--- src/sv/modbus_rtu_response_parser_unit_macros.svh ---
// assertion macros for the modbus rtu response parser
`ifndef MODBUS_RTU_RESPONSE_PARSER_UNIT_MACROS_SVH
`define MODBUS_RTU_RESPONSE_PARSER_UNIT_MACROS_SVH

`ifndef SYNTH

`define MRTU_ASSERT_IMPLY(label, ante, cons, msg) \
    label: assert property (@(posedge clk) disable iff (!rst_n) (ante) |-> (cons)) \
        else $error(msg);

`define MRTU_ASSERT_NEXT(label, ante, cons, msg) \
    label: assert property (@(posedge clk) disable iff (!rst_n) (ante) |=> (cons)) \
        else $error(msg);

`else

`define MRTU_ASSERT_IMPLY(label, ante, cons, msg)

`define MRTU_ASSERT_NEXT(label, ante, cons, msg)

`endif

`endif

--- src/sv/mrtu_pkg.sv ---
// types, constants and crc function for the modbus rtu response parser
`default_nettype none

package mrtu_pkg;

    localparam logic [7:0] EXC_MASK      = 8'h7F;
    localparam logic [7:0] FC_READ_COILS = 8'h01;
    localparam logic [7:0] FC_READ_REGS  = 8'h03;
    localparam logic [7:0] FC_WRITE_COIL = 8'h05;
    localparam logic [7:0] FC_WRITE_REG  = 8'h06;
    localparam logic [7:0] FC_WRITE_MULT = 8'h10;

    localparam logic [15:0] CRC_INIT = 16'hFFFF;
    localparam logic [15:0] CRC_POLY = 16'hA001;

    localparam logic [1:0] KIND_DATA  = 2'd0;
    localparam logic [1:0] KIND_FRAME = 2'd1;
    localparam logic [1:0] KIND_EXC   = 2'd2;

    localparam logic       REQ_BYTE  = 1'b0;
    localparam logic       REQ_ABORT = 1'b1;

    localparam logic       REG_DEVICE_ADDRESS = 1'b0;
    localparam logic [7:0] DEVICE_ADDRESS_RESET = 8'd1;

    typedef enum logic [2:0] {
        PH_HUNT,
        PH_FIELDS,
        PH_DATA,
        PH_CRC_LO,
        PH_CRC_HI
    } phase_t;

    typedef struct packed {
        logic       req_type;
        logic [7:0] rx_byte;
    } in_word_t;

    typedef struct packed {
        logic [1:0]  result_kind;
        logic [7:0]  function_code;
        logic [15:0] register_address;
        logic [15:0] quantity_or_value;
        logic [7:0]  byte_count;
        logic [7:0]  data_byte;
        logic [7:0]  data_index;
        logic        crc_ok;
    } out_word_t;

    function automatic logic [15:0] crc_byte(input logic [15:0] crc_in, input logic [7:0] b);
        logic [15:0] c;
        c = crc_in ^ {8'h00, b};
        for (int i = 0; i < 8; i++)
        begin
            if (c[0])
            begin
                c = (c >> 1) ^ CRC_POLY;
            end
            else
            begin
                c = c >> 1;
            end
        end
        return c;
    endfunction

    function automatic logic is_supported(input logic [7:0] c);
        return c == FC_READ_COILS || c == FC_READ_REGS || c == FC_WRITE_COIL ||
               c == FC_WRITE_REG || c == FC_WRITE_MULT;
    endfunction

    function automatic logic is_read(input logic [7:0] c);
        return c == FC_READ_COILS || c == FC_READ_REGS;
    endfunction

endpackage

`default_nettype wire

--- src/sv/modbus_rtu_response_parser_unit.sv ---
// Modbus RTU reply parser: takes one received byte or abort per word and gives at most one
// result word per input word (payload byte, frame complete with crc outcome, or exception).
// A word is taken every clock cycle while the output side keeps taking results; each word passes
// an input register, combinational decode with a byte-wide crc-16 update, and a result register,
// which captures the result when its word leaves the input register.
// The device address register sits at APB address 0 (reset 1) and must be written only while
// the block is idle; the user is bound by this, and the block itself does not enforce it.
`default_nettype none
`include "modbus_rtu_response_parser_unit_macros.svh"

module modbus_rtu_response_parser_unit
    import mrtu_pkg::*;
(
    input  wire logic        clk,
    input  wire logic        rst_n,

    input  wire logic        in_valid,
    output logic             in_ready,
    input  wire in_word_t    in_word,

    output logic             out_valid,
    input  wire logic        out_ready,
    output out_word_t        out_word,

    input  wire logic        psel,
    input  wire logic        penable,
    input  wire logic        pwrite,
    input  wire logic [2:0]  paddr,
    input  wire logic [31:0] pwdata,
    output logic [31:0]      prdata,
    output logic             pready
);

    logic [7:0]  device_address_reg;

    logic        item_valid_reg;
    in_word_t    item_reg;
    logic        advance;

    phase_t      phase_reg, phase_next;
    logic [7:0]  prev_byte_reg, prev_byte_next;
    logic [15:0] prev_crc_reg, prev_crc_next;
    logic        prev_valid_reg, prev_valid_next;
    logic [7:0]  func_reg, func_next;
    logic [7:0]  fc_reg, fc_next;
    logic [15:0] crc_reg, crc_next;
    logic [15:0] addr_reg, addr_next;
    logic [15:0] qty_reg, qty_next;
    logic [7:0]  count_reg, count_next;
    logic [7:0]  crc_lo_reg, crc_lo_next;

    logic        out_valid_reg;
    out_word_t   out_word_reg;
    logic        emit;
    out_word_t   res;

    logic [7:0]  b;
    logic        abort;
    logic        hit;
    logic        fn_read;
    logic [7:0]  fc_inc;
    logic [15:0] crc_upd;

    // apb register
    assign pready = 1'b1;

    always_comb
    begin
        prdata = 32'd0;
        if (paddr[2] == REG_DEVICE_ADDRESS)
        begin
            prdata = {24'd0, device_address_reg};
        end
    end

    always_ff @(posedge clk or negedge rst_n)
    begin
        if (!rst_n)
        begin
            device_address_reg <= DEVICE_ADDRESS_RESET;
        end
        else if (psel && penable && pwrite && pready && paddr[2] == REG_DEVICE_ADDRESS)
        begin
            device_address_reg <= pwdata[7:0];
        end
    end

    // input register
    assign advance  = item_valid_reg && (!out_valid_reg || out_ready);
    assign in_ready = !item_valid_reg || advance;

    always_ff @(posedge clk or negedge rst_n)
    begin
        if (!rst_n)
        begin
            item_valid_reg <= 1'b0;
        end
        else if (in_valid && in_ready)
        begin
            item_valid_reg <= 1'b1;
        end
        else if (advance)
        begin
            item_valid_reg <= 1'b0;
        end
    end

    always_ff @(posedge clk)
    begin
        if (in_valid && in_ready)
        begin
            item_reg <= in_word;
        end
    end

    // decode
    assign b       = item_reg.rx_byte;
    assign abort   = item_reg.req_type == REQ_ABORT;
    assign hit     = prev_valid_reg && prev_byte_reg == device_address_reg &&
                     is_supported(b & EXC_MASK);
    assign fn_read = is_read(func_reg);
    assign fc_inc  = fc_reg + 8'd1;
    assign crc_upd = crc_byte(crc_reg, b);

    // next phase
    always_comb
    begin
        phase_next = phase_reg;
        if (abort)
        begin
            phase_next = PH_HUNT;
        end
        else
        begin
            unique case (phase_reg)
                PH_HUNT:
                begin
                    if (hit && !b[7])
                    begin
                        phase_next = PH_FIELDS;
                    end
                end
                PH_FIELDS:
                begin
                    if (fn_read)
                    begin
                        phase_next = (b == 8'd0) ? PH_CRC_LO : PH_DATA;
                    end
                    else if (fc_reg >= 8'd3)
                    begin
                        phase_next = PH_CRC_LO;
                    end
                end
                PH_DATA:
                begin
                    if (fc_inc >= count_reg)
                    begin
                        phase_next = PH_CRC_LO;
                    end
                end
                PH_CRC_LO:
                begin
                    phase_next = PH_CRC_HI;
                end
                PH_CRC_HI:
                begin
                    phase_next = PH_HUNT;
                end
                default:
                begin
                    phase_next = PH_HUNT;
                end
            endcase
        end
    end

    // datapath and result
    always_comb
    begin
        prev_byte_next  = prev_byte_reg;
        prev_crc_next   = prev_crc_reg;
        prev_valid_next = prev_valid_reg;
        func_next       = func_reg;
        fc_next         = fc_reg;
        crc_next        = crc_reg;
        addr_next       = addr_reg;
        qty_next        = qty_reg;
        count_next      = count_reg;
        crc_lo_next     = crc_lo_reg;
        emit            = 1'b0;

        res.result_kind       = KIND_DATA;
        res.function_code     = func_reg;
        res.register_address  = fn_read ? 16'd0 : addr_reg;
        res.quantity_or_value = fn_read ? 16'd0 : qty_reg;
        res.byte_count        = fn_read ? count_reg : 8'd0;
        res.data_byte         = 8'd0;
        res.data_index        = 8'd0;
        res.crc_ok            = 1'b0;

        if (abort)
        begin
            prev_valid_next = 1'b0;
            prev_byte_next  = 8'd0;
        end
        else
        begin
            unique case (phase_reg)
                PH_HUNT:
                begin
                    if (hit)
                    begin
                        func_next   = b;
                        crc_next    = crc_byte(prev_crc_reg, b);
                        addr_next   = 16'd0;
                        qty_next    = 16'd0;
                        count_next  = 8'd0;
                        fc_next     = 8'd0;
                        crc_lo_next = 8'd0;
                        prev_valid_next = 1'b0;
                        if (b[7])
                        begin
                            emit = 1'b1;
                            res.result_kind       = KIND_EXC;
                            res.function_code     = b;
                            res.register_address  = 16'd0;
                            res.quantity_or_value = 16'd0;
                            res.byte_count        = 8'd0;
                            prev_byte_next        = 8'd0;
                        end
                    end
                    else
                    begin
                        prev_byte_next  = b;
                        prev_crc_next   = crc_byte(CRC_INIT, b);
                        prev_valid_next = 1'b1;
                    end
                end
                PH_FIELDS:
                begin
                    crc_next = crc_upd;
                    if (fn_read)
                    begin
                        count_next = b;
                        fc_next    = 8'd0;
                    end
                    else
                    begin
                        unique case (fc_reg[1:0])
                            2'd0: addr_next = {b, addr_reg[7:0]};
                            2'd1: addr_next = {addr_reg[15:8], b};
                            2'd2: qty_next  = {b, qty_reg[7:0]};
                            default: qty_next = {qty_reg[15:8], b};
                        endcase
                        fc_next = (fc_reg >= 8'd3) ? 8'd0 : fc_inc;
                    end
                end
                PH_DATA:
                begin
                    crc_next       = crc_upd;
                    emit           = 1'b1;
                    res.data_byte  = b;
                    res.data_index = fc_reg;
                    fc_next        = (fc_inc >= count_reg) ? 8'd0 : fc_inc;
                end
                PH_CRC_LO:
                begin
                    crc_lo_next = b;
                end
                PH_CRC_HI:
                begin
                    emit            = 1'b1;
                    res.result_kind = KIND_FRAME;
                    res.crc_ok      = {b, crc_lo_reg} == crc_reg;
                    prev_valid_next = 1'b0;
                    prev_byte_next  = 8'd0;
                end
                default:
                begin
                    prev_valid_next = 1'b0;
                    prev_byte_next  = 8'd0;
                end
            endcase
        end
    end

    always_ff @(posedge clk or negedge rst_n)
    begin
        if (!rst_n)
        begin
            phase_reg      <= PH_HUNT;
            prev_byte_reg  <= 8'd0;
            prev_crc_reg   <= CRC_INIT;
            prev_valid_reg <= 1'b0;
            func_reg       <= 8'd0;
            fc_reg         <= 8'd0;
            crc_reg        <= CRC_INIT;
            addr_reg       <= 16'd0;
            qty_reg        <= 16'd0;
            count_reg      <= 8'd0;
            crc_lo_reg     <= 8'd0;
        end
        else if (advance)
        begin
            phase_reg      <= phase_next;
            prev_byte_reg  <= prev_byte_next;
            prev_crc_reg   <= prev_crc_next;
            prev_valid_reg <= prev_valid_next;
            func_reg       <= func_next;
            fc_reg         <= fc_next;
            crc_reg        <= crc_next;
            addr_reg       <= addr_next;
            qty_reg        <= qty_next;
            count_reg      <= count_next;
            crc_lo_reg     <= crc_lo_next;
        end
    end

    // result register
    always_ff @(posedge clk or negedge rst_n)
    begin
        if (!rst_n)
        begin
            out_valid_reg <= 1'b0;
        end
        else if (advance)
        begin
            out_valid_reg <= emit;
        end
        else if (out_ready)
        begin
            out_valid_reg <= 1'b0;
        end
    end

    always_ff @(posedge clk)
    begin
        if (advance && emit)
        begin
            out_word_reg <= res;
        end
    end

    assign out_valid = out_valid_reg;
    assign out_word  = out_word_reg;

    `MRTU_ASSERT_IMPLY(a_data_phase_read, phase_reg == PH_DATA,
        count_reg != 8'd0 && fn_read, "data phase without a read frame")
    `MRTU_ASSERT_IMPLY(a_fields_count, phase_reg == PH_FIELDS, fc_reg <= 8'd3,
        "field counter beyond header")
    `MRTU_ASSERT_IMPLY(a_index_in_range,
        out_valid_reg && out_word_reg.result_kind == KIND_DATA,
        out_word_reg.data_index < out_word_reg.byte_count, "payload index past byte count")
    `MRTU_ASSERT_IMPLY(a_exc_code, out_valid_reg && out_word_reg.result_kind == KIND_EXC,
        out_word_reg.function_code[7], "exception without exception bit")
    `MRTU_ASSERT_NEXT(a_abort_hunt, advance && abort,
        phase_reg == PH_HUNT && !prev_valid_reg, "abort did not return to hunting")

endmodule

`default_nettype wire
--- config.mk ---
export PLATFORM = sky130hd
export DESIGN_NAME = modbus_rtu_response_parser_unit
export DESIGN_NICKNAME = d
export VERILOG_FILES = /design/src/sv/mrtu_pkg.sv /design/src/sv/modbus_rtu_response_parser_unit.sv
export VERILOG_INCLUDE_DIRS = /design/src /design/src/sv
export SDC_FILE = /design/constraint.sdc
export NUM_CORES = 1
export LEC_CHECK = 0
export ABC_AREA = 1
export BUFFER_PORTS_ARGS = -buffer_cell sky130_fd_sc_hd__buf_4
export CAP_MARGIN = 20
export CORE_AREA = 2 2 197 199
export CTS_CLUSTER_SIZE = 8
export DETAILED_ROUTE_END_ITERATION = 10
export DIE_AREA = 0 0 199 201
export SETUP_SLACK_MARGIN = 0.3
export SYNTH_ARGS = -nofsm -noshare
export SYNTH_HDL_FRONTEND = slang
export SYNTH_SLANG_ARGS = --single-unit
--- constraint.sdc ---
create_clock -name clk -period 6.6 [get_ports clk]
set_input_delay 1.32 -clock clk [delete_from_list [all_inputs] [get_ports clk]]
set_output_delay 1.32 -clock clk [all_outputs]
set_load 0.02 [all_outputs]
Yosys cells after proc, flatten, opt, wreduce, memory -nomap -nowiden. Index checks and enable logic that the tools add are counted.

Bits in registers: 194. Bits of input ports: 51. Output and inout port bits: 102. Logic and storage cells: 254.

Add/subtract/negate cells: 1. Order comparisons: 2. Equal/unequal tests: 30. Multiplexer cells: 116. Bitwise logic cells: 32. Reduce and logical (&&, ||, !) cells: 47.

Operators by type and width (number): 16-bit 2-to-1 mux (73); 16-bit one-hot mux with 2 select lines (5); 50-bit 2-to-1 mux (2); 8-bit 2-to-1 mux (10); 2-bit inverter with 3-bit output (24); 65-bit 2-to-1 mux (1); 48-bit 2-to-1 mux (1); 8-bit one-hot mux with 2 select lines (3); 16-bit by 8-bit XOR with 16-bit output (2); 7-bit AND reduction (4); 8-bit one-hot mux with 3 select lines (1); 4-bit AND reduction (6); 2-bit != test (second input constant) (9); 16-bit equality test (1); 8-bit inverter with 16-bit output (1); 3-bit 2-to-1 mux (5); 7-bit by 3-bit equality test with 1-bit output (second input constant) (2); 3-bit one-hot mux with 4 select lines (1); 1-bit 2-to-1 mux (11); 2-bit nonzero test (5); 2-bit OR reduction (5); 1-bit logical AND (9); 8-bit by 1-bit adder with 8-bit output (second input constant) (1); 8-bit by 1-bit equality test with 1-bit output (second input constant) (1); 28 further kinds (45).

Logic depth before layout (Yosys ltp). Gate-level depths: netlist of the first run.

Depth in word-level cells: 43. Depth in mapped cells: 17. Mapped depth without buffers: 16.

Worst setup path after synthesis of the first run. OpenSTA, ideal clock, no wires.

Path type: in2reg. Start point: input port out_ready. End point: register out_word_reg, in the netlist out_word[0] (enable). Library setup time: 0.516 ns. Data arrival time: 5.116 ns. Data required time: 6.084 ns. Setup slack: 0.968 ns. Stages: 6. Path buffers: 0. Cells stage by stage: inv_1 -> nand2_1 -> nand2_1 -> nor2_1 -> inv_2 -> a21oi_1.

Longest elaborated chain between the ends: 3.

RTL lines: from (decl) (line modbus_rtu_response_parser_unit.sv:22) `input wire logic out_ready,`; 1-bit logical OR (line modbus_rtu_response_parser_unit.sv:89) `assign advance = item_valid_reg && (!out_valid_reg || out_ready);`; 1-bit logical AND (line modbus_rtu_response_parser_unit.sv:89); 1-bit logical AND (line modbus_rtu_response_parser_unit.sv:338) `if (advance && emit)`; to (signal assigned) (line modbus_rtu_response_parser_unit.sv:340) `out_word_reg <= res;`; to (decl) (line modbus_rtu_response_parser_unit.sv:53) `out_word_t out_word_reg;`.

No other way between the ends. A chain may end at the register's enable or synchronous reset.

Worst setup path in the final report of the first run.
Start point: register item_reg, in the netlist b[0]. End point: register out_word_reg, in the netlist out_word[11] (enable).

Longest elaborated chain between the ends: 10. Elaborated cells on any way between the ends: 14. Classes of those cells: 5 x eq/ne; 3 x mux; 6 x reduce/logical.

RTL lines: from (decl) (line modbus_rtu_response_parser_unit.sv:37) `in_word_t item_reg;`; from (signal assigned) (line modbus_rtu_response_parser_unit.sv:112) `item_reg <= in_word;`; 7-bit by 1-bit equality test with 1-bit output or 7-bit by 2-bit equality test with 1-bit output (tied branches) (line mrtu_pkg.sv:68) `return c == FC_READ_COILS || c == FC_READ_REGS || c == FC_WRITE_COIL ||`; 1-bit logical OR (3 in a row) (line mrtu_pkg.sv:68); 1-bit logical OR (*) (line mrtu_pkg.sv:69) `c == FC_WRITE_REG || c == FC_WRITE_MULT;`; 1-bit logical AND (*) (line modbus_rtu_response_parser_unit.sv:119) `assign hit = prev_valid_reg && prev_byte_reg == device_address_reg &&`; 1-bit 2-to-1 mux (*) (line modbus_rtu_response_parser_unit.sv:211) `if (hit)`; 1-bit one-hot mux with 2 select lines (*) (line modbus_rtu_response_parser_unit.sv:208) `unique case (phase_reg)`; 1-bit 2-to-1 mux (*) (line modbus_rtu_response_parser_unit.sv:201) `if (abort)`; 1-bit logical AND (*) (line modbus_rtu_response_parser_unit.sv:338).

Mark *: on every way between the ends. The rest lies on a longest branch, timed or not.

==> qor.yml, run 1 <==
run_status:
  status: "finished clean"
yosys:
  yosys_warnings: 0
  yosysSeqAreaShare_pct: 54.9
  syn_inst: 1054
  yosysTopAreaCellShare_pct: 24.3
  synth_edf_count: 76
  synth.most_common_cell: "nand2_1"
  synth-seq-cells: 189
  synth.largest_area_cell: "edfxtp_1"
  synth_ff_type: "dfrtp_1"
  synthTopCellsByArea: "edfxtp_1 24%, dfrtp_1 23%, nand2_1 11%"
  yosys-top-cells-count: "269 x nand2_1, 97 x inv_1, 89 x nor2_1, 85 x dfrtp_1, 76 x edfxtp_1"
  avgSynthCellArea_um2: 8.90
  async_flop_share_pct: 59.8
  synth_cell_type_count: 46
  netlist_area_um2: 9380
placed_design:
  post-place-ws_ps: 2720
  portBuffers: 101
  place.gp.congestion: 0.847
  dp_hpwl_um: 16800
route:
  ant_nets: 0
  drtIter0Drc: 587
  vias: 7275
  drt-total-wl_um: 23600
  wire_per_inst_um: 14.1
  firstDrtPassIters: 7
  vias_per_cell: 4.36
  drcViolationCount: 0
clocking:
  post_cts_buffers: 0
  cts-root-buf: "clkbuf_16"
  ctsResizeCount: 0
  cts_tree: "built"
  cts.sinks: 189
  cts_hold_buffers: 0
  clockBufferDepth: 2
  cts.clk_slew.worst_paths_ps: 80
  cts_inserted_buffers: 17
  clk_latency_ps: 450
  cts_max_level: 4
sta:
  max_freq_mhz: 268
  holdWs_ps: 478
  setup_violations: 0
  fin_ws_ps: 2860
  finalCritPeriodShare_pct: 56.6
  clock_skew_ps: 13.1
  final.setup.tns_ps: 0
  finalHoldViolCount: 0
  finalMaxSlewViolations: 0
  period_minus_slack_ps: 3740
  rsz0062_at_grt: "false"
  slew_headroom_pct: 31.1
  worst_pin_slew_ps: 1030
worst_setup_path:
  cp_max_fo: 42
  cp-end-kind: "flop"
  cp-start-kind: "flop"
  critPathKind: "reg -> reg"
  worstPathArrival_ps: 3810
  worstPathRequired_ps: 6670
floorplanning:
  die-width_um: 199
  coreArea_um2: 38100
  die-area_um2: 40000
  io-pin-count: 153
  die_h_um: 201
  initial_utilization_pct: 24.6
  rows: 72
cells_and_area:
  drive_above_1_share_pct: 17.8
  final.fill_count: 4030
  num_antenna_cells: 0
  post-route-util_pct: 29.2
  layout.nets: 1208
  multi_input_area_um2: 3500
  largest_reg_flops: 67
  area_growth_pct: 18.7
  seq_area_um2: 5140
worst_hold_path:
  hp-class: "reg -> reg"
global_route:
  grt_pass1_wl_um: 37300
  grt_start_max_net_pins: 61
  grt_overflow_total: 0
  grtUsageTotal_pct: 12.0
  grt_pass1_vias: 6842
  grt_antenna_before_repair: 0
power:
  power_density_nw_per_um2: 412
  total_power_mw: 4.58
  irDropWorstVdd_mv: 0.228
  leakagePower_nw: 4.86
job:
  maxCapViolations: 0
logic make-up (layout without fill, tap and decap cells):
group                      Yosys count  count (layout)  synth area share [%]
and+or+nand+nor                    480             480                  21.9
other                                2              25                0.0801
adders and majority gates           21              21                  2.80
DFF                                189             189                  54.9
buffers and inverters              183             255                  8.88
AOI/OAI and AO/OA                  157             157                  9.42
xor gates and xnor gates            22              22                  2.05
routing by layer:
layer | track usage, % | up-vias | wire (um)
met3 | 2.39 | 27 | 1230
met5 | 0 | - | 0
li1 | - | 3572 | -
met1 | 16.6 | 3477 | 11000
met2 | 19.0 | 199 | 10900
met4 | 3.57 | 0 | 359
placed cells by master (no fill, tap or decap), drive strengths merged:
cell,netlist,routed
a22o,1,1
and2,1,1
clkinv,2,8
nor3b,2,2
conb,2,25
dfstp,28,28
ha,21,21
o311ai,2,2
nand4,11,11
a31oi,1,1
dfrtp,85,85
o31ai,2,2
nor4,7,7
xor2,11,11
o22ai,4,4
xnor2,11,11
edfxtp,76,76
clkbuf,10,17
nor2,95,95
nand2,273,273
o21ai,107,107
o21a,2,2
nand3,56,56
or2,2,2
o211ai,8,8
inv,116,124
nor3,33,33
a21oi,28,28
a221oi,2,2
clkinvlp,0,1
buf,55,105
worst paths after layout:
| kind | startpoint | to | slack, ps | cells past startpoint |
|---|---|---|---|---|
| worst min-delay path | count_reg[1] | count_reg[1] | 480 | 2 |
| max in group asynchronous | rst_n | prev_byte_reg[5] | 4450 | 2 |
| worst max register to register | b[0] | out_word[11] | 2860 | 11 |
| worst max-delay path | b[0] | out_word[11] | 2860 | 11 |
| worst min register to register | count_reg[1] | count_reg[1] | 480 | 2 |
| min in group asynchronous | rst_n | fc_reg[3] | 940 | 1 |
stage by stage:
stage | instances | instance area, um2
5_1_grt | 1667 | 11100
2_1_floorplan | 1077 | 9470
3_3_place_gp | 1635 | 10500
4_1_cts | 1667 | 11100
3_5_place_dp | 1635 | 10500
6_report | 1667 | 11100
where the power goes:
| group | switching [mW] | leakage [nW] | internal [mW] |
|---|---|---|---|
| Combinational | 1.17 | 2.42 | 0.545 |
| Sequential | 0.211 | 2.14 | 1.61 |
| Clock | 0.523 | 0.293 | 0.517 |
| Total | 1.91 | 4.86 | 2.68 |
area by class of cell:
type                       count  area share, %
clock buffer                  17           3.82
clock inverter                15           1.66
tap                          518           5.82
sequential                   189           46.2
inverter                     118           3.98
multi-input combinational    705           31.4
timing repair buffer         105           7.08
worst max-delay path, stage by stage, from the launching register on:
cell	delay, ps
edfxtp_1	560
inv_1	500
ha_1	250
nand2_1	50
inv_1	80
nand2_1	50
nand2_1	80
nand3_1	130
nor2_1	170
nand2_1	130
a21oi_4	740
buf_4	590
Note: power is estimated with default switching activity, not from simulation.
==> inputs of run 2 (changes only) <==
==> constraint.sdc (replaced) <==
create_clock -name clk -period 3.53 [get_ports clk]
set_input_delay 0.706 -clock clk [delete_from_list [all_inputs] [get_ports clk]]
set_output_delay 0.706 -clock clk [all_outputs]
set_load 0.02 [all_outputs]
==> run 2 against run 1 <==
  * Clock skew decreased by 1.9 ps
  * Worst hold slack worse by 290 ps
  * Sequential cell count unchanged
  * Largest cell class unchanged
  * Via count grew 0.40%
  * Global-route usage increased by 0.32 points
  * Critical endpoint is now phase_reg[1]
  * Sequential power rose by 87%
  * Clock power grew 82%
==> qor.yml, run 2 (synthesis results as in run 1) <==
job:
  maxCapViolations: 0  # unchanged
route:
  vias_per_cell: 4.35  # -0.26%
  drcViolationCount: 0  # unchanged
  drt-total-wl_um: 24100  # +2.3%
  drtIter0Drc: 504  # -14%
  firstDrtPassIters: 5  # -2
  vias: 7304  # +0.40%
  wire_per_inst_um: 14.4  # +1.6%
  ant_nets: 0  # unchanged
placed_design:
  place.gp.congestion: 0.859  # +1.4%
  portBuffers: 101  # unchanged
  dp_hpwl_um: 17500  # +4.0%
worst_setup_path:
  cp-start-kind: "flop"
  cp-end-kind: "flop"
  path_common_cell: "nand3_1"
  cp_max_fo: 7  # -83%
  path_cells: "inv_1 > nor3_1 > nand3_1 > nor3_1 > xor2_1 > ha_1 > a21oi_1 > o21a_1 > nand3_1 > inv_1 > nand3_1 > nand3_1 > a21oi_1 > a21oi_1"
  max_stage_delay_ps: 470  # -270 ps
  critPathKind: "reg -> reg"
  worstPathRequired_ps: 3900  # -2770 ps
  slowest_stage: "dfrtp_1"
  worstPathArrival_ps: 3290  # -520 ps
sta:
  final.setup.tns_ps: 0  # unchanged
  max_freq_mhz: 343  # +28%
  period_minus_slack_ps: 2920  # -819 ps
  finalCritPeriodShare_pct: 82.7  # +26 points
  slew_headroom_pct: 56.3  # +25 points
  rsz0062_at_grt: "false"
  setup_violations: 0  # unchanged
  finalHoldViolCount: 0  # unchanged
  clock_skew_ps: 11.2  # -1.93 ps
  finalMaxSlewViolations: 0  # unchanged
  worst_pin_slew_ps: 653  # -378 ps
  holdWs_ps: 185  # -293 ps
floorplanning:
  die-area_um2: 40000  # unchanged
  initial_utilization_pct: 24.6  # unchanged
  die_h_um: 201  # unchanged
  coreArea_um2: 38100  # unchanged
  rows: 72  # unchanged
  die-width_um: 199  # unchanged
  io-pin-count: 153  # unchanged
cells_and_area:
  num_antenna_cells: 0  # unchanged
  area_growth_pct: 19.4
  layout.nets: 1219  # +0.91%
  post-route-util_pct: 29.4  # +0.18 points
  drive_above_1_share_pct: 18.4  # +0.69 points
  most-common-layout-cells: "269 x nand2_1, 114 x buf_4, 97 x inv_1, 89 x nor2_1, 85 x dfrtp_1"
  largest_reg_flops: 67  # unchanged
  layout_commonest_cell: "nand2_1"
clocking:
  ctsResizeCount: 0  # unchanged
  cts.clk_slew.worst_paths_ps: 80  # about the same
  cts_max_level: 4  # unchanged
  cts_hold_buffers: 0  # unchanged
  cts-root-buf: "clkbuf_16"
  clockBufferDepth: 2  # unchanged
  post_cts_buffers: 0  # unchanged
  cts.sinks: 189  # unchanged
  clk_latency_ps: 450  # about the same
  cts_inserted_buffers: 17  # unchanged
  cts_tree: "built"
worst_hold_path:
  hp-class: "in -> async"
global_route:
  grt_start_max_net_pins: 55  # -9.8%
  grt_pass1_vias: 6912  # +1.0%
  grt_antenna_before_repair: 0  # unchanged
  grtUsageTotal_pct: 12.3  # +0.32 points
  grt_pass1_wl_um: 38200  # +2.5%
  grt_overflow_total: 0  # unchanged
power:
  irDropWorstVdd_mv: 0.459  # +100%
  total_power_mw: 8.57  # +87%
  leakagePower_nw: 4.91  # +1.0%
  power_density_nw_per_um2: 765  # +86%
run_status:
  status: "finished clean"
[run 2: metrics by stage]
| step | instances | setup slack, ps | cell area [um2] |
|---|---|---|---|
| after floorplan | 1077 | 472 | 9480 |
| after global placement | 1646 | 668 | 10600 |
| after detailed placement | 1646 | 646 | 10600 |
| after CTS | 1678 | 628 | 11200 |
| after global routing | 1678 | 301 | 11200 |
| final | 1678 | 611 | 11200 |
[run 2: area by class of cell]
type                            instances  area (um2)
Fill cell                            4020       26900
Timing Repair Buffer                  116         896
Inverter                              118         443
Clock inverter                         14         144
Tap cell                              518         648
Multi-Input combinational cell        705        3500
Sequential cell                       189        5140
Clock buffer                           18         429
[run 2: critical path, delay by kind of cell (launching register included)]
| kind | cells | cell delay (ps) |
|---|---|---|
| fa+ha+maj | 1 | 280 |
| xor+xnor | 1 | 230 |
| buf+inv | 2 | 330 |
| compound gates | 4 | 450 |
| simple gates | 6 | 1080 |
| flops | 1 | 470 |
[run 2: per-layer routing]
layer	global-route usage [%]	vias up	routed length (um)
met5	0	-	0
met4	3.89	0	395
met3	2.39	27	1220
met2	19.5	210	11200
met1	17.0	3471	11300
li1	-	3596	-
[run 2: path summary, 6_finish.rpt]
path,slack (ps),cells past startpoint,startpoint,to
setup reg to reg,610,14,fc_reg[0],phase_reg[1]
min in group clk,440,1,in_word[5],b[5]
hold reg to reg,480,2,count_reg[2],count_reg[2]
hold / removal,180,1,rst_n,fc_reg[7]
setup / recovery,610,14,fc_reg[0],phase_reg[1]
max in group asynchronous,2580,2,rst_n,func_reg[1]
[run 2: where the power goes]
group	internal, mW	leakage, nW	switching [mW]
sequential	3.02	2.14	0.397
combinational	1.05	2.48	2.21
clock	0.945	0.283	0.940
